--- config.mk ---
export PLATFORM = sky130hd
export DESIGN_NAME = daisy_chain_bcd_nixie_driver_top
export DESIGN_NICKNAME = d
export VERILOG_FILES = /design/src/hw/rtl/dcbn_pkg.sv /design/src/hw/rtl/daisy_chain_bcd_nixie_driver_top.sv /design/src/hw/rtl/dcbn_decode.sv /design/src/hw/rtl/dcbn_chain.sv
export SDC_FILE = /design/constraint.sdc
export NUM_CORES = 1
export LEC_CHECK = 0
export ABC_CLOCK_PERIOD_IN_PS = 3300
export BUFFER_PORTS_ARGS = -buffer_cell sky130_fd_sc_hd__clkbuf_2
export CORE_MARGIN = 8
export CORE_UTILIZATION = 50
export DETAILED_ROUTE_END_ITERATION = 6
export PLACE_DENSITY = 0.74
export SYNTH_ARGS = -nofsm -noshare
export SYNTH_HDL_FRONTEND = slang
export SYNTH_SLANG_ARGS = --single-unit
--- constraint.sdc ---
create_clock -name clk -period 3.3 [get_ports clk]
set_clock_uncertainty 0.15 [all_clocks]
set_input_delay 0.33 -clock clk [delete_from_list [all_inputs] [get_ports clk]]
set_output_delay 0.33 -clock clk [all_outputs]
set_load 0.02 [all_outputs]
--- src/hw/rtl/dcbn_pkg.sv ---
// Shared constants, types and the tube decode table for the daisy-chain tube driver.
package dcbn_pkg;

    localparam logic [7:0] END_MARK    = 8'hFF;
    localparam logic [7:0] EMPTY_MARK  = 8'hF0;
    localparam logic [3:0] BLANK_DIGIT = 4'd10;

    localparam int BYTE_W  = 8;
    localparam int DIGIT_W = 4;
    localparam int LINES   = 4;
    localparam int TDATA_W = 24;
    localparam int TUSER_W = 2;

    typedef struct packed {
        logic [LINES-1:0] drive;
        logic [LINES-1:0] level;
    } tube_t;

    typedef struct packed {
        logic               tx_valid;
        logic [BYTE_W-1:0]  tx_byte;
        logic               display_changed;
        logic [DIGIT_W-1:0] tens_digit;
        logic [DIGIT_W-1:0] units_digit;
    } chain_result_t;

    // One line is driven high (level and drive set) and one low (drive only); the blank digit drives none.
    function automatic tube_t decode_digit(input logic [DIGIT_W-1:0] digit);
        tube_t t;
        case (digit)
            4'd0:    t = '{drive: 4'b0101, level: 4'b0100};
            4'd1:    t = '{drive: 4'b1010, level: 4'b1000};
            4'd2:    t = '{drive: 4'b0011, level: 4'b0001};
            4'd3:    t = '{drive: 4'b0011, level: 4'b0010};
            4'd4:    t = '{drive: 4'b1100, level: 4'b0100};
            4'd5:    t = '{drive: 4'b1010, level: 4'b0010};
            4'd6:    t = '{drive: 4'b0110, level: 4'b0010};
            4'd7:    t = '{drive: 4'b0101, level: 4'b0001};
            4'd8:    t = '{drive: 4'b1001, level: 4'b1000};
            4'd9:    t = '{drive: 4'b1001, level: 4'b0001};
            BLANK_DIGIT: t = '{drive: 4'b0000, level: 4'b0000};
            default: t = '{drive: 4'b0101, level: 4'b0100};
        endcase
        return t;
    endfunction

endpackage

--- src/hw/rtl/daisy_chain_bcd_nixie_driver_top.sv ---
// Top level of the daisy-chain tube driver: input register, chain logic and result register.
// Each accepted input goes via the input register and chain logic into the result register.
// Throughput: one transaction per cycle while results are taken, set by the single-register
// hold and table decode. A waiting result stalls the input once the input register holds a
// transaction. Reset is asynchronous and active low: the hold empties and both tubes blank.
module daisy_chain_bcd_nixie_driver_top (
    input  logic                         clk,
    input  logic                         rst_n,
    input  logic                         s_axis_tvalid,
    output logic                         s_axis_tready,
    // tdata: rx_byte[7:0]
    input  logic [dcbn_pkg::BYTE_W-1:0]  s_axis_tdata,
    output logic                         m_axis_tvalid,
    input  logic                         m_axis_tready,
    // tdata: tx_byte[7:0], tens_drive[11:8], tens_level[15:12],
    // units_drive[19:16], units_level[23:20]
    output logic [dcbn_pkg::TDATA_W-1:0] m_axis_tdata,
    // tuser: tx_valid[0], display_changed[1]
    output logic [dcbn_pkg::TUSER_W-1:0] m_axis_tuser
);
    import dcbn_pkg::*;

    logic              in_valid_reg;
    logic [BYTE_W-1:0] in_byte_reg;
    logic              out_valid_reg;
    logic [TDATA_W-1:0] out_data_reg, out_data_next;
    logic [TUSER_W-1:0] out_user_reg, out_user_next;
    logic              advance;
    chain_result_t     result;
    tube_t             tens_tube;
    tube_t             units_tube;

    assign advance       = in_valid_reg && (!out_valid_reg || m_axis_tready);
    assign s_axis_tready = !in_valid_reg || advance;

    dcbn_chain u_chain (
        .clk     (clk),
        .rst_n   (rst_n),
        .step_en (advance),
        .rx_byte (in_byte_reg),
        .result  (result)
    );

    dcbn_decode u_tens (
        .digit (result.tens_digit),
        .tube  (tens_tube)
    );

    dcbn_decode u_units (
        .digit (result.units_digit),
        .tube  (units_tube)
    );

    assign out_data_next = {units_tube.level, units_tube.drive,
                            tens_tube.level, tens_tube.drive, result.tx_byte};
    assign out_user_next = {result.display_changed, result.tx_valid};

    always_ff @(posedge clk or negedge rst_n)
    begin
        if (!rst_n)
        begin
            in_valid_reg  <= 1'b0;
            out_valid_reg <= 1'b0;
        end
        else
        begin
            if (s_axis_tready)
            begin
                in_valid_reg <= s_axis_tvalid;
            end
            if (advance)
            begin
                out_valid_reg <= 1'b1;
            end
            else if (m_axis_tready)
            begin
                out_valid_reg <= 1'b0;
            end
        end
    end

    always_ff @(posedge clk)
    begin
        if (s_axis_tready && s_axis_tvalid)
        begin
            in_byte_reg <= s_axis_tdata;
        end
        if (advance)
        begin
            out_data_reg <= out_data_next;
            out_user_reg <= out_user_next;
        end
    end

    assign m_axis_tvalid = out_valid_reg;
    assign m_axis_tdata  = out_data_reg;
    assign m_axis_tuser  = out_user_reg;

endmodule

--- src/hw/rtl/dcbn_decode.sv ---
// Decoder from one tube digit to its four tri-state line enables and levels.
module dcbn_decode (
    input  logic [dcbn_pkg::DIGIT_W-1:0] digit,
    output dcbn_pkg::tube_t              tube
);
    import dcbn_pkg::*;

    always_comb
    begin
        tube = decode_digit(digit);
    end

endmodule

--- src/hw/rtl/dcbn_chain.sv ---
// Chain hold register, frame-end detection and digit latches.
module dcbn_chain (
    input  logic                        clk,
    input  logic                        rst_n,
    input  logic                        step_en,
    input  logic [dcbn_pkg::BYTE_W-1:0] rx_byte,
    output dcbn_pkg::chain_result_t     result
);
    import dcbn_pkg::*;

    logic [BYTE_W-1:0]  held_reg, held_next;
    logic [DIGIT_W-1:0] tens_reg, tens_next;
    logic [DIGIT_W-1:0] units_reg, units_next;

    always_comb
    begin
        held_next  = rx_byte;
        tens_next  = tens_reg;
        units_next = units_reg;
        result     = '0;
        if (rx_byte == END_MARK)
        begin
            held_next              = EMPTY_MARK;
            tens_next              = held_reg[BYTE_W-1:DIGIT_W];
            units_next             = held_reg[DIGIT_W-1:0];
            result.tx_valid        = 1'b1;
            result.tx_byte         = END_MARK;
            result.display_changed = 1'b1;
        end
        else if (held_reg != EMPTY_MARK)
        begin
            result.tx_valid = 1'b1;
            result.tx_byte  = held_reg;
        end
        result.tens_digit  = tens_next;
        result.units_digit = units_next;
    end

    always_ff @(posedge clk or negedge rst_n)
    begin
        if (!rst_n)
        begin
            held_reg  <= EMPTY_MARK;
            tens_reg  <= BLANK_DIGIT;
            units_reg <= BLANK_DIGIT;
        end
        else if (step_en)
        begin
            held_reg  <= held_next;
            tens_reg  <= tens_next;
            units_reg <= units_next;
        end
    end

endmodule

==> results of run 1 <==
layout by cell type (no fill, tap or decap), types with 3 or more instances in the layout:
master                     Yosys  layout
sky130_fd_sc_hd__nand2b_1     11      11
sky130_fd_sc_hd__a21oi_1       7       7
sky130_fd_sc_hd__xnor2_1       4       4
sky130_fd_sc_hd__a211oi_1      4       4
sky130_fd_sc_hd__mux2i_1       3       3
sky130_fd_sc_hd__nand2_1      26      26
sky130_fd_sc_hd__dfrtp_1      10      10
sky130_fd_sc_hd__a32oi_1       3       3
sky130_fd_sc_hd__dfstp_2       8       8
sky130_fd_sc_hd__clkbuf_2      0      39
sky130_fd_sc_hd__o21ai_0      21      21
sky130_fd_sc_hd__nor2_1        3       3
sky130_fd_sc_hd__a21boi_0      3       3
sky130_fd_sc_hd__buf_4         3       3
sky130_fd_sc_hd__ha_1         10      10
sky130_fd_sc_hd__and3_1        3       3
sky130_fd_sc_hd__clkbuf_8      0       6
sky130_fd_sc_hd__edfxtp_1     34      34
sky130_fd_sc_hd__mux2_2        8       8
sky130_fd_sc_hd__nor3_1        4       4
sky130_fd_sc_hd__nand3b_1      4       4
sky130_fd_sc_hd__inv_1         6       6
sky130_fd_sc_hd__nand3_1      10      10
sky130_fd_sc_hd__o21a_1        4       4
per-layer routing:
| metal | wire length [um] | up-vias | share of wire (%) | global-route usage [%] |
|---|---|---|---|---|
| met1 | 2418 | 818 | 49 | 18.17 |
| li1 | - | 912 | - | - |
| met2 | 2137 | 63 | 43 | 21.29 |
| met3 | 333 | 9 | 6.7 | 2.574 |
| met4 | 74 | 0 | 1.5 | 4.834 |
| met5 | 0 | - | 0 | 0 |
power by group:
part	leakage, nW	switching [mW]	total [mW]	internal [mW]
sequential	0.525	0.0741	0.896	0.822
clock	0.0455	0.181	0.352	0.171
combinational	0.645	0.232	0.404	0.172
cell type report:
| class | count | area [um^2] | area share, % |
|---|---|---|---|
| well taps | 70 | 87.58 | 2.918 |
| multi-input cells | 156 | 1089 | 36.26 |
| repair buffers | 43 | 227.7 | 7.586 |
| flip-flops and latches | 52 | 1481 | 49.35 |
| inverters | 7 | 26.28 | 0.8754 |
| clock buffers | 8 | 90.09 | 3.001 |
per-stage QoR:
| stage | hold slack (ns) | area, um^2 | instances | setup WS, ns |
|---|---|---|---|---|
| floorplan | -0.1156 | 2663 | 227 | 0.8791 |
| global placement | 0.1442 | 2902 | 327 | 0.5706 |
| detailed placement | 0.1451 | 2902 | 327 | 0.4379 |
| CTS | 0.05339 | 3002 | 336 | 0.4234 |
| global route | 0.04496 | 3002 | 336 | 0.2235 |
| finish | 0.06061 | 3002 | 336 | 0.4005 |
final timing paths:
kind / cells past startpoint / slack [ns] / to / from
max: 8 / 0.40 / m_axis_tdata[22] / in_byte_reg[7]
min: 1 / 0.06 / in_byte_reg[0] / s_axis_tdata[0]
max reg2reg: 8 / 0.40 / m_axis_tdata[22] / in_byte_reg[7]
min reg2reg: 1 / 0.35 / m_axis_tvalid / in_valid_reg
max in group asynchronous: 2 / 2.30 / u_chain.tens_reg[3] / rst_n
min in group asynchronous: 2 / 0.36 / u_chain.held_reg[2] / rst_n
synthesized netlist by cell type (2+ instances only):
cell type / instances
sky130_fd_sc_hd__a21oi_1: 7
sky130_fd_sc_hd__o21ai_0: 21
sky130_fd_sc_hd__a311o_1: 2
sky130_fd_sc_hd__a21boi_0: 3
sky130_fd_sc_hd__o21a_1: 4
sky130_fd_sc_hd__nor2_1: 3
sky130_fd_sc_hd__o211ai_1: 2
sky130_fd_sc_hd__nand4_2: 2
sky130_fd_sc_hd__o21bai_1: 2
sky130_fd_sc_hd__mux2i_1: 3
sky130_fd_sc_hd__a32oi_1: 3
sky130_fd_sc_hd__edfxtp_1: 34
sky130_fd_sc_hd__a211oi_1: 4
sky130_fd_sc_hd__xnor2_1: 4
sky130_fd_sc_hd__dfrtp_1: 10
sky130_fd_sc_hd__mux2_2: 8
sky130_fd_sc_hd__nand3_1: 10
sky130_fd_sc_hd__and3_1: 3
sky130_fd_sc_hd__clkbuf_1: 6
sky130_fd_sc_hd__dfstp_2: 8
sky130_fd_sc_hd__and4_4: 2
sky130_fd_sc_hd__nand4_1: 2
sky130_fd_sc_hd__buf_4: 3
sky130_fd_sc_hd__inv_1: 6
sky130_fd_sc_hd__nand2_1: 26
sky130_fd_sc_hd__a22oi_1: 2
sky130_fd_sc_hd__nand3b_1: 4
sky130_fd_sc_hd__nand2b_1: 11
sky130_fd_sc_hd__buf_2: 2
sky130_fd_sc_hd__and2_1: 2
sky130_fd_sc_hd__or4_4: 2
sky130_fd_sc_hd__ha_1: 10
sky130_fd_sc_hd__nor3_1: 4
critical path: stages (launching register included):
cell and delay, ns:
sky130_fd_sc_hd__edfxtp_1 0.40, sky130_fd_sc_hd__and4_4 0.36, sky130_fd_sc_hd__nand2_4 0.15, sky130_fd_sc_hd__inv_2 0.22, sky130_fd_sc_hd__mux2i_1 0.45, sky130_fd_sc_hd__inv_1 0.17
sky130_fd_sc_hd__ha_1 0.28, sky130_fd_sc_hd__nand3b_1 0.18, sky130_fd_sc_hd__mux2_2 0.30
cells by family after synthesis:
kind of cell | count (synthesis) | synth area share, %
AND/OR/NAND/NOR | 75 | 16.40
multiplexers | 11 | 4.511
adder cells (fa/ha/maj) | 10 | 4.699
AO/OA/AOI/OAI | 56 | 13.96
XOR/XNOR | 4 | 1.316
buffers and inverters | 19 | 3.477
flip-flops | 52 | 55.64
repair_timing:
| action | in CTS | in global routing |
|---|---|---|
| endpoints found under the hold margin | 10 | 0 |
| setup buffers | 0 | 0 |
| hold buffers | 1 | 0 |
==> impl_metrics.xml, run 1 <==
<?xml version="1.0" encoding="UTF-8"?>
<metrics>
  <group name="drt">
    <metric name="drt_wl_total" unit="um">4964</metric>
    <metric name="detail-route-antenna-nets" unit="">0</metric>
    <metric name="first_iter_violations" unit="">237</metric>
    <metric name="vias" unit="">1802</metric>
    <metric name="drcViolationCount" unit="">0</metric>
    <metric name="post_drt_via_cell_ratio" unit="">5.363</metric>
    <metric name="firstDrtPassIters" unit="">4</metric>
    <metric name="wl_per_cell" unit="um">14.77</metric>
  </group>
  <group name="pwr">
    <metric name="finalPower" unit="mW">1.652</metric>
    <metric name="cell_pwr_density" unit="mW/mm^2">550.4</metric>
    <metric name="standby_leakage_power" unit="nW">1.216</metric>
    <metric name="vdd_drop_max" unit="mV">0.2177</metric>
  </group>
  <group name="critical_path">
    <metric name="timing.critical_path.required" unit="ns">3.19</metric>
    <metric name="startpoint_type" unit="">flip-flop</metric>
    <metric name="crit_type" unit="">flip-flop to flip-flop</metric>
    <metric name="worst_endpoint_data_arrival_time" unit="ns">2.79</metric>
    <metric name="crit_path_end_kind" unit="">flip-flop</metric>
    <metric name="worstPathMaxFanout" unit="">14</metric>
  </group>
  <group name="logic_synthesis">
    <metric name="synthesis.area_per_instance" unit="um^2">11.73</metric>
    <metric name="synth_top_flop_cell" unit="">sky130_fd_sc_hd__edfxtp_1</metric>
    <metric name="async_flop_share" unit="%">34.62</metric>
    <metric name="synth.ff_latch_count" unit="">52</metric>
    <metric name="yosys-top-cells-area" unit="">sky130_fd_sc_hd__edfxtp_1 (38%), sky130_fd_sc_hd__dfrtp_1 (9.4%), sky130_fd_sc_hd__dfstp_2 (7.9%)</metric>
    <metric name="ys_types" unit="">45</metric>
    <metric name="synth_fp_nets" unit="">249</metric>
    <metric name="synth_sequential_area_ratio" unit="%">55.64</metric>
    <metric name="synth_top_area_share" unit="%">38.35</metric>
    <metric name="synth_warnings" unit="">0</metric>
    <metric name="synthesis.instances" unit="">227</metric>
    <metric name="synth_top_area_cell" unit="">sky130_fd_sc_hd__edfxtp_1</metric>
    <metric name="count_of_flip_flops_with_a_built_in_enable_after_synthesis" unit="">34</metric>
    <metric name="synthesis.area" unit="mm^2">0.002663</metric>
  </group>
  <group name="global_route">
    <metric name="grt_start_max_net_pins" unit="">27</metric>
    <metric name="antenna_violations_before_repair" unit="">0</metric>
    <metric name="grt_overflow_total" unit="">0</metric>
    <metric name="grt_usage" unit="%">13.55</metric>
    <metric name="grt_pass1_vias" unit="">1758</metric>
    <metric name="wire_length_of_the_first_global_routing_pass" unit="um">8445</metric>
  </group>
  <group name="layout">
    <metric name="finalCoreUtilization" unit="%">58.40</metric>
    <metric name="design.final.nets" unit="">287</metric>
    <metric name="post_route_cells_drive_above_1_share" unit="%">28.57</metric>
    <metric name="fill_cells" unit="">469</metric>
    <metric name="number_of_flip_flops_under_the_largest_register_name" unit="">24</metric>
    <metric name="syn2layout_area_growth" unit="%">12.73</metric>
    <metric name="antenna_cells_inserted" unit="">0</metric>
  </group>
  <group name="sta">
    <metric name="maxSlewHeadroom" unit="%">58.82</metric>
    <metric name="setup_tns" unit="ns">0</metric>
    <metric name="setup_violations" unit="">0</metric>
    <metric name="timing_max_transition_violations_final" unit="">0</metric>
    <metric name="maxClockFrequency" unit="GHz">0.3449</metric>
    <metric name="timing_worst_slew_pin_value" unit="ns">0.6112</metric>
    <metric name="min_period_over_period" unit="%">87.86</metric>
    <metric name="finalCriticalPeriod" unit="ns">2.900</metric>
    <metric name="rsz0062_at_grt" unit="">no</metric>
    <metric name="timing_hold_violations_final" unit="">0</metric>
  </group>
  <group name="floorplan">
    <metric name="floorplan.die.height" unit="um">88.98</metric>
    <metric name="die_area" unit="mm^2">0.007917</metric>
    <metric name="placementRows" unit="">26</metric>
    <metric name="initial_utilization" unit="%">51.80</metric>
    <metric name="floorplan.core_area" unit="mm^2">0.005140</metric>
    <metric name="i_o_pin_cnt" unit="">40</metric>
    <metric name="dieWidth" unit="um">88.98</metric>
  </group>
  <group name="clocking">
    <metric name="clockBufferDepth" unit="">2</metric>
    <metric name="clk_latency" unit="ns">0.29</metric>
    <metric name="cts_root_buffer" unit="">sky130_fd_sc_hd__clkbuf_8</metric>
    <metric name="cts_repair_resize_count" unit="">0</metric>
    <metric name="cts_made_buffers" unit="">5</metric>
    <metric name="h_tree_levels" unit="">2</metric>
    <metric name="cts_num_sinks" unit="">52</metric>
    <metric name="tritoncts_clock_tree" unit="">built</metric>
    <metric name="worst_setup_hold_path_clk_slew" unit="ns">0.08</metric>
  </group>
  <group name="place">
    <metric name="gp_congestion" unit="">0.8858</metric>
    <metric name="hpwl_reported_at_the_end_of_detailed_placement" unit="um">3756</metric>
    <metric name="port_buffers" unit="">39</metric>
  </group>
  <group name="hold_path">
    <metric name="worstHoldPathType" unit="">input port to flip-flop</metric>
  </group>
  <group name="outcome">
    <metric name="status" unit="">finished, final reports clean</metric>
  </group>
  <group name="flow_run">
    <metric name="maxCapViolCount" unit="">0</metric>
  </group>
</metrics>
Power figures use the tool's default switching activity.
==> run 2: changes to the inputs <==
Settings changed: BUFFER_PORTS_ARGS -buffer_cell sky130_fd_sc_hd__clkbuf_2 to unset, CAP_MARGIN set to 20, DONT_BUFFER_PORTS set to 1, PLACE_DENSITY 0.74 to 0.68, REMOVE_ABC_BUFFERS set to 1.
==> run 2 against run 1 <==
  * Worst setup slack better by 0.060 ns
  * Sequential power grew 7.9%
  * Register-to-register slack improved by 0.06 ns
  * Hold slack gained 0.0038 ns
  * Utilization decreased by 1.8 points
  * Sequential share of layout area up 1.6 points
  * Wire length fell by 0.32%
  * Flip-flop and latch count is the same
  * Power up 2.0%
  * Largest power group unchanged
==> impl_metrics.xml, run 2 (synthesized netlist as in run 1, its figures left out) <==
<?xml version="1.0" encoding="UTF-8"?>
<metrics>
  <group name="pwr">
    <metric name="cell_pwr_density" unit="mW/mm^2">579.8</metric>
    <metric name="finalPower" unit="mW">1.685</metric>
    <metric name="vdd_drop_max" unit="mV">0.2978</metric>
    <metric name="standby_leakage_power" unit="nW">1.098</metric>
  </group>
  <group name="drt">
    <metric name="first_iter_violations" unit="">226</metric>
    <metric name="firstDrtPassIters" unit="">4</metric>
    <metric name="post_drt_via_cell_ratio" unit="">5.767</metric>
    <metric name="vias" unit="">1759</metric>
    <metric name="wl_per_cell" unit="um">16.22</metric>
    <metric name="detail-route-antenna-nets" unit="">0</metric>
    <metric name="dr_wl_met3" unit="um">415</metric>
    <metric name="routed-wl-met2" unit="um">2049</metric>
    <metric name="routed_length_on_met1" unit="um">2409</metric>
    <metric name="drcViolationCount" unit="">0</metric>
    <metric name="drt_wl_total" unit="um">4948</metric>
    <metric name="highest_layer" unit="">met4</metric>
  </group>
  <group name="place">
    <metric name="placedCellCount" unit="">287</metric>
    <metric name="hpwl_reported_at_the_end_of_detailed_placement" unit="um">3670</metric>
    <metric name="dpl_cell_area" unit="mm^2">0.002699</metric>
    <metric name="port_buffers" unit="">0</metric>
    <metric name="gp_congestion" unit="">0.9164</metric>
  </group>
  <group name="layout">
    <metric name="antenna_cells_inserted" unit="">0</metric>
    <metric name="post_route_cells_drive_above_1_share" unit="%">15.74</metric>
    <metric name="seqCellArea" unit="mm^2">0.001481</metric>
    <metric name="fill_cells" unit="">448</metric>
    <metric name="commonest_cells_after_routing_fill_and_taps_aside" unit="">sky130_fd_sc_hd__edfxtp_1 (34), sky130_fd_sc_hd__nand2_1 (26), sky130_fd_sc_hd__o21ai_0 (21)</metric>
    <metric name="design.final.nets" unit="">256</metric>
    <metric name="fin_area" unit="mm^2">0.002907</metric>
    <metric name="final_common_cell" unit="">sky130_fd_sc_hd__edfxtp_1</metric>
    <metric name="number_of_flip_flops_under_the_largest_register_name" unit="">24</metric>
    <metric name="finalNonFillerCells" unit="">305</metric>
    <metric name="syn2layout_area_growth" unit="%">9.164</metric>
    <metric name="multiInputGateArea" unit="mm^2">0.001089</metric>
  </group>
  <group name="global_route">
    <metric name="grt_usage" unit="%">13.47</metric>
    <metric name="antenna_violations_before_repair" unit="">0</metric>
    <metric name="wire_length_of_the_first_global_routing_pass" unit="um">8286</metric>
    <metric name="grt_pass1_vias" unit="">1647</metric>
    <metric name="grt_start_max_net_pins" unit="">30</metric>
    <metric name="grt_overflow_total" unit="">0</metric>
  </group>
  <group name="flow_run">
    <metric name="maxCapViolCount" unit="">0</metric>
  </group>
  <group name="clocking">
    <metric name="cts_root_buffer" unit="">sky130_fd_sc_hd__clkbuf_8</metric>
    <metric name="cts_made_buffers" unit="">5</metric>
    <metric name="clk_latency" unit="ns">0.30</metric>
    <metric name="h_tree_levels" unit="">2</metric>
    <metric name="clockBufferDepth" unit="">2</metric>
    <metric name="cts_num_sinks" unit="">52</metric>
    <metric name="cts_post_setup_buffers_inserted" unit="">0</metric>
    <metric name="tritoncts_clock_tree" unit="">built</metric>
    <metric name="worst_setup_hold_path_clk_slew" unit="ns">0.08</metric>
  </group>
  <group name="critical_path">
    <metric name="timing.critical_path.required" unit="ns">3.21</metric>
    <metric name="worstPathMaxFanout" unit="">14</metric>
    <metric name="worst_endpoint_data_arrival_time" unit="ns">2.75</metric>
    <metric name="startpoint_type" unit="">flip-flop</metric>
    <metric name="crit_type" unit="">flip-flop to flip-flop</metric>
    <metric name="crit_path_end_kind" unit="">flip-flop</metric>
  </group>
  <group name="floorplan">
    <metric name="i_o_pin_cnt" unit="">40</metric>
    <metric name="floorplan.core_area" unit="mm^2">0.005140</metric>
    <metric name="initial_utilization" unit="%">51.80</metric>
    <metric name="floorplan.die.height" unit="um">88.98</metric>
    <metric name="dieWidth" unit="um">88.98</metric>
    <metric name="placementRows" unit="">26</metric>
    <metric name="die_area" unit="mm^2">0.007917</metric>
  </group>
  <group name="sta">
    <metric name="maxClockFrequency" unit="GHz">0.3522</metric>
    <metric name="min_period_over_period" unit="%">86.05</metric>
    <metric name="rsz0062_at_grt" unit="">no</metric>
    <metric name="setup_tns" unit="ns">0</metric>
    <metric name="timing_hold_violations_final" unit="">0</metric>
    <metric name="holdWs" unit="ns">0.06443</metric>
    <metric name="timing_max_transition_violations_final" unit="">0</metric>
    <metric name="setup_violations" unit="">0</metric>
    <metric name="maxSlewHeadroom" unit="%">36.88</metric>
    <metric name="timing_worst_slew_pin_value" unit="ns">0.9457</metric>
    <metric name="finalCriticalPeriod" unit="ns">2.840</metric>
  </group>
  <group name="outcome">
    <metric name="status" unit="">finished, final reports clean</metric>
  </group>
  <group name="hold_path">
    <metric name="worstHoldPathType" unit="">input port to flip-flop</metric>
  </group>
</metrics>
-- run 2: area by class of cell --
class	instances	area share, %
tap	70	3.013
clock inverter	2	1.205
sequential	52	50.97
timing repair buffer	12	3.960
clock buffer	6	2.497
multi-input combinational	156	37.45
inverter	7	0.9040
-- run 2: worst max-delay path: stages, from the launching register on --
cell                       delay, ns
sky130_fd_sc_hd__edfxtp_1       0.39
sky130_fd_sc_hd__and4_4         0.36
sky130_fd_sc_hd__nand2_4        0.15
sky130_fd_sc_hd__inv_2          0.22
sky130_fd_sc_hd__mux2i_1        0.43
sky130_fd_sc_hd__inv_1          0.15
sky130_fd_sc_hd__ha_1           0.27
sky130_fd_sc_hd__nand3b_1       0.18
sky130_fd_sc_hd__mux2_2         0.29
-- run 2: metrics by stage --
stage,util (%),worst slack [ns]
2_1_floorplan,-,0.7700
3_3_place_gp,52.51,0.5250
3_5_place_dp,52.51,0.4968
4_1_cts,56.55,0.4678
5_1_grt,56.55,0.2804
6_report,56.55,0.4603
-- run 2: layer usage --
layer	vias up	track usage (%)
li1	852	-
met1	818	18.59
met2	82	19.27
met3	7	4.596
met4	0	4.230
met5	-	0
-- run 2: path summary, 6_finish.rpt --
path,startpoint,endpoint,slack (ns),cells past startpoint
max,in_byte_reg[7],m_axis_tdata[22],0.46,8
min,m_axis_tready,m_axis_tvalid,0.06,2
max reg2reg,in_byte_reg[7],m_axis_tdata[22],0.46,8
min reg2reg,in_valid_reg,m_axis_tvalid,0.35,1
max in group asynchronous,rst_n,m_axis_tvalid,2.06,1
min in group asynchronous,rst_n,u_chain.units_reg[0],0.42,1
-- run 2: repair_timing --
item                                   in CTS  in global routing
endpoints found under the hold margin      27                  0
hold buffers                               10                  0
gates resized for setup                     0                  0
-- run 2: power by group --
group	total [mW]	internal, mW	switching (mW)	leakage, nW
sequential	0.967	0.828	0.139	0.525
clock	0.417	0.225	0.192	0.0552
combinational	0.301	0.144	0.158	0.517
==> run 3: changes to the inputs <==
Settings changed: ABC_CLOCK_PERIOD_IN_PS 3300 to 2550, GPL_TIMING_DRIVEN set to 0, PLACE_DENSITY 0.68 to unset, PLACE_DENSITY_LB_ADDON set to 0.15.
Clock period 3.3 ns to 2.55 ns, I/O delays scaled along.
==> run 3 against run 2 <==
  * Sequential share of layout area is 1.4 points lower
  * Die area stayed put
  * Utilization is 1.6 points higher
  * Global-route usage is 1.2 points higher
  * Via count is 2.0% higher
  * Clock-buffer cell count is 2 higher
  * Clock power is 20% higher
  * Critical endpoint unchanged
==> impl_metrics.xml, run 3 (synthesized netlist as in run 1, its figures left out) <==
<?xml version="1.0" encoding="UTF-8"?>
<metrics>
  <group name="outcome">
    <metric name="status" unit="">finished, final reports clean</metric>
  </group>
  <group name="critical_path">
    <metric name="worst_endpoint_data_arrival_time" unit="ns">2.36</metric>
    <metric name="crit_path_end_kind" unit="">flip-flop</metric>
    <metric name="startpoint_type" unit="">flip-flop</metric>
    <metric name="timing.critical_path.required" unit="ns">2.46</metric>
    <metric name="crit_type" unit="">flip-flop to flip-flop</metric>
    <metric name="worst-r2r-setup-slack" unit="ns">0.09</metric>
    <metric name="worstPathMaxFanout" unit="">14</metric>
  </group>
  <group name="drt">
    <metric name="detail-route-antenna-nets" unit="">0</metric>
    <metric name="firstDrtPassIters" unit="">4</metric>
    <metric name="first_iter_violations" unit="">274</metric>
    <metric name="wl_per_cell" unit="um">17.44</metric>
    <metric name="drcViolationCount" unit="">0</metric>
    <metric name="vias" unit="">1795</metric>
    <metric name="drt_wl_total" unit="um">5405</metric>
    <metric name="post_drt_via_cell_ratio" unit="">5.790</metric>
  </group>
  <group name="layout">
    <metric name="design.final.nets" unit="">261</metric>
    <metric name="antenna_cells_inserted" unit="">0</metric>
    <metric name="post_route_cells_drive_above_1_share" unit="%">18.75</metric>
    <metric name="number_of_flip_flops_under_the_largest_register_name" unit="">24</metric>
    <metric name="multiInputGateArea" unit="mm^2">0.001125</metric>
    <metric name="final_common_cell" unit="">sky130_fd_sc_hd__edfxtp_1</metric>
    <metric name="finalNonFillerCells" unit="">310</metric>
    <metric name="fill_cells" unit="">453</metric>
    <metric name="seqCellArea" unit="mm^2">0.001481</metric>
    <metric name="syn2layout_area_growth" unit="%">12.31</metric>
    <metric name="commonest_cells_after_routing_fill_and_taps_aside" unit="">sky130_fd_sc_hd__edfxtp_1 (34), sky130_fd_sc_hd__nand2_1 (25), sky130_fd_sc_hd__o21ai_0 (20)</metric>
  </group>
  <group name="clocking">
    <metric name="cts_root_buffer" unit="">sky130_fd_sc_hd__clkbuf_8</metric>
    <metric name="worst_setup_hold_path_clk_slew" unit="ns">0.09</metric>
    <metric name="clk_latency" unit="ns">0.30</metric>
    <metric name="cts_num_sinks" unit="">52</metric>
    <metric name="clockBufferDepth" unit="">2</metric>
    <metric name="tritoncts_clock_tree" unit="">built</metric>
    <metric name="h_tree_levels" unit="">2</metric>
    <metric name="cts_made_buffers" unit="">5</metric>
  </group>
  <group name="sta">
    <metric name="setup_tns" unit="ns">0</metric>
    <metric name="timing_worst_slew_pin_value" unit="ns">0.7848</metric>
    <metric name="setup_violations" unit="">0</metric>
    <metric name="finalCriticalPeriod" unit="ns">2.457</metric>
    <metric name="maxClockFrequency" unit="GHz">0.4070</metric>
    <metric name="timing_max_transition_violations_final" unit="">0</metric>
    <metric name="min_period_over_period" unit="%">96.36</metric>
    <metric name="timing_hold_violations_final" unit="">0</metric>
    <metric name="maxSlewHeadroom" unit="%">47.51</metric>
  </group>
  <group name="floorplan">
    <metric name="placementRows" unit="">26</metric>
    <metric name="die_area" unit="mm^2">0.007917</metric>
    <metric name="floorplan.die.height" unit="um">88.98</metric>
    <metric name="i_o_pin_cnt" unit="">40</metric>
    <metric name="dieWidth" unit="um">88.98</metric>
    <metric name="floorplan.core_area" unit="mm^2">0.005140</metric>
    <metric name="initial_utilization" unit="%">51.80</metric>
  </group>
  <group name="hold_path">
    <metric name="worstHoldPathType" unit="">input port to flip-flop</metric>
  </group>
  <group name="global_route">
    <metric name="grt_usage" unit="%">14.64</metric>
    <metric name="grt_overflow_total" unit="">0</metric>
    <metric name="antenna_violations_before_repair" unit="">0</metric>
    <metric name="grt_start_max_net_pins" unit="">31</metric>
    <metric name="wire_length_of_the_first_global_routing_pass" unit="um">8983</metric>
    <metric name="grt_pass1_vias" unit="">1813</metric>
  </group>
  <group name="pwr">
    <metric name="vdd_drop_max" unit="mV">0.3532</metric>
    <metric name="standby_leakage_power" unit="nW">1.099</metric>
    <metric name="cell_pwr_density" unit="mW/mm^2">726.8</metric>
  </group>
  <group name="place">
    <metric name="gp_congestion" unit="">0.8822</metric>
    <metric name="placedCellCount" unit="">285</metric>
    <metric name="port_buffers" unit="">0</metric>
    <metric name="hpwl_reported_at_the_end_of_detailed_placement" unit="um">3788</metric>
  </group>
  <group name="flow_run">
    <metric name="maxCapViolCount" unit="">0</metric>
  </group>
</metrics>
==> run 3: what timing repair did <==
item                                    in CTS  in global routing
gates resized for setup                      8                  5
hold endpoints to repair                    27                  0
gates cloned                                 1                  0
pin swaps                                    1                  1
endpoints found under the setup margin      36                 32
hold buffers                                10                  0
buffers inserted                             2                  4
==> run 3: final cells by class <==
cell class / instances / area share [%]
Timing Repair inverter: 1 / 0.2510
Clock buffer: 8 / 3.389
Inverter: 7 / 1.423
Tap cell: 70 / 2.929
Multi-Input combinational cell: 156 / 37.62
Timing Repair Buffer: 16 / 4.854
Sequential cell: 52 / 49.54
==> run 3: worst max-delay path: stages (launching register included) <==
cell and delay, ns:
sky130_fd_sc_hd__edfxtp_1 0.41, sky130_fd_sc_hd__and4_4 0.29, sky130_fd_sc_hd__nand2_8 0.11, sky130_fd_sc_hd__clkinv_8 0.11, sky130_fd_sc_hd__mux2i_4 0.28, sky130_fd_sc_hd__inv_1 0.12, sky130_fd_sc_hd__ha_1 0.26, sky130_fd_sc_hd__nand3b_1 0.20
sky130_fd_sc_hd__mux2_2 0.29
==> run 3: power breakdown <==
part	leakage [nW]	internal [mW]	switching [mW]
registers	0.525	1.07	0.188
clock network	0.0506	0.254	0.247
logic	0.523	0.197	0.216
total	1.10	1.52	0.651
==> run 3: layer usage <==
layer	track usage, %	routed length [um]
met1	19.02	2517
met2	23.18	2516
met3	3.768	313
met4	4.834	57
met5	0	0
==> run 3: worst paths after layout <==
| kind | start | end | cells past startpoint |
|---|---|---|---|
| worst max-delay path | in_byte_reg[2] | m_axis_tdata[22] | 8 |
| worst min-delay path | m_axis_tready | m_axis_tvalid | 2 |
| worst max register to register | in_byte_reg[2] | m_axis_tdata[22] | 8 |
| worst min register to register | u_chain.tens_reg[0] | u_chain.tens_reg[0] | 2 |
| max in group asynchronous | rst_n | u_chain.tens_reg[2] | 1 |
| min in group asynchronous | rst_n | u_chain.units_reg[0] | 1 |
==> run 3: metrics by stage <==
step	setup slack (ns)	utilization, %	hold slack, ns	power [mW]	area (um^2)
floorplan	0.02000	-	-0.1906	1.529	2596
finish	0.09279	58.18	0.03063	2.173	2990
detailed placement	-0.3687	52.22	-0.1895	1.643	2684
global route	-0.02325	58.18	0.04250	2.290	2990
global placement	-0.3983	52.22	-0.1896	1.627	2684
CTS	0.01171	57.23	0.002041	2.180	2942
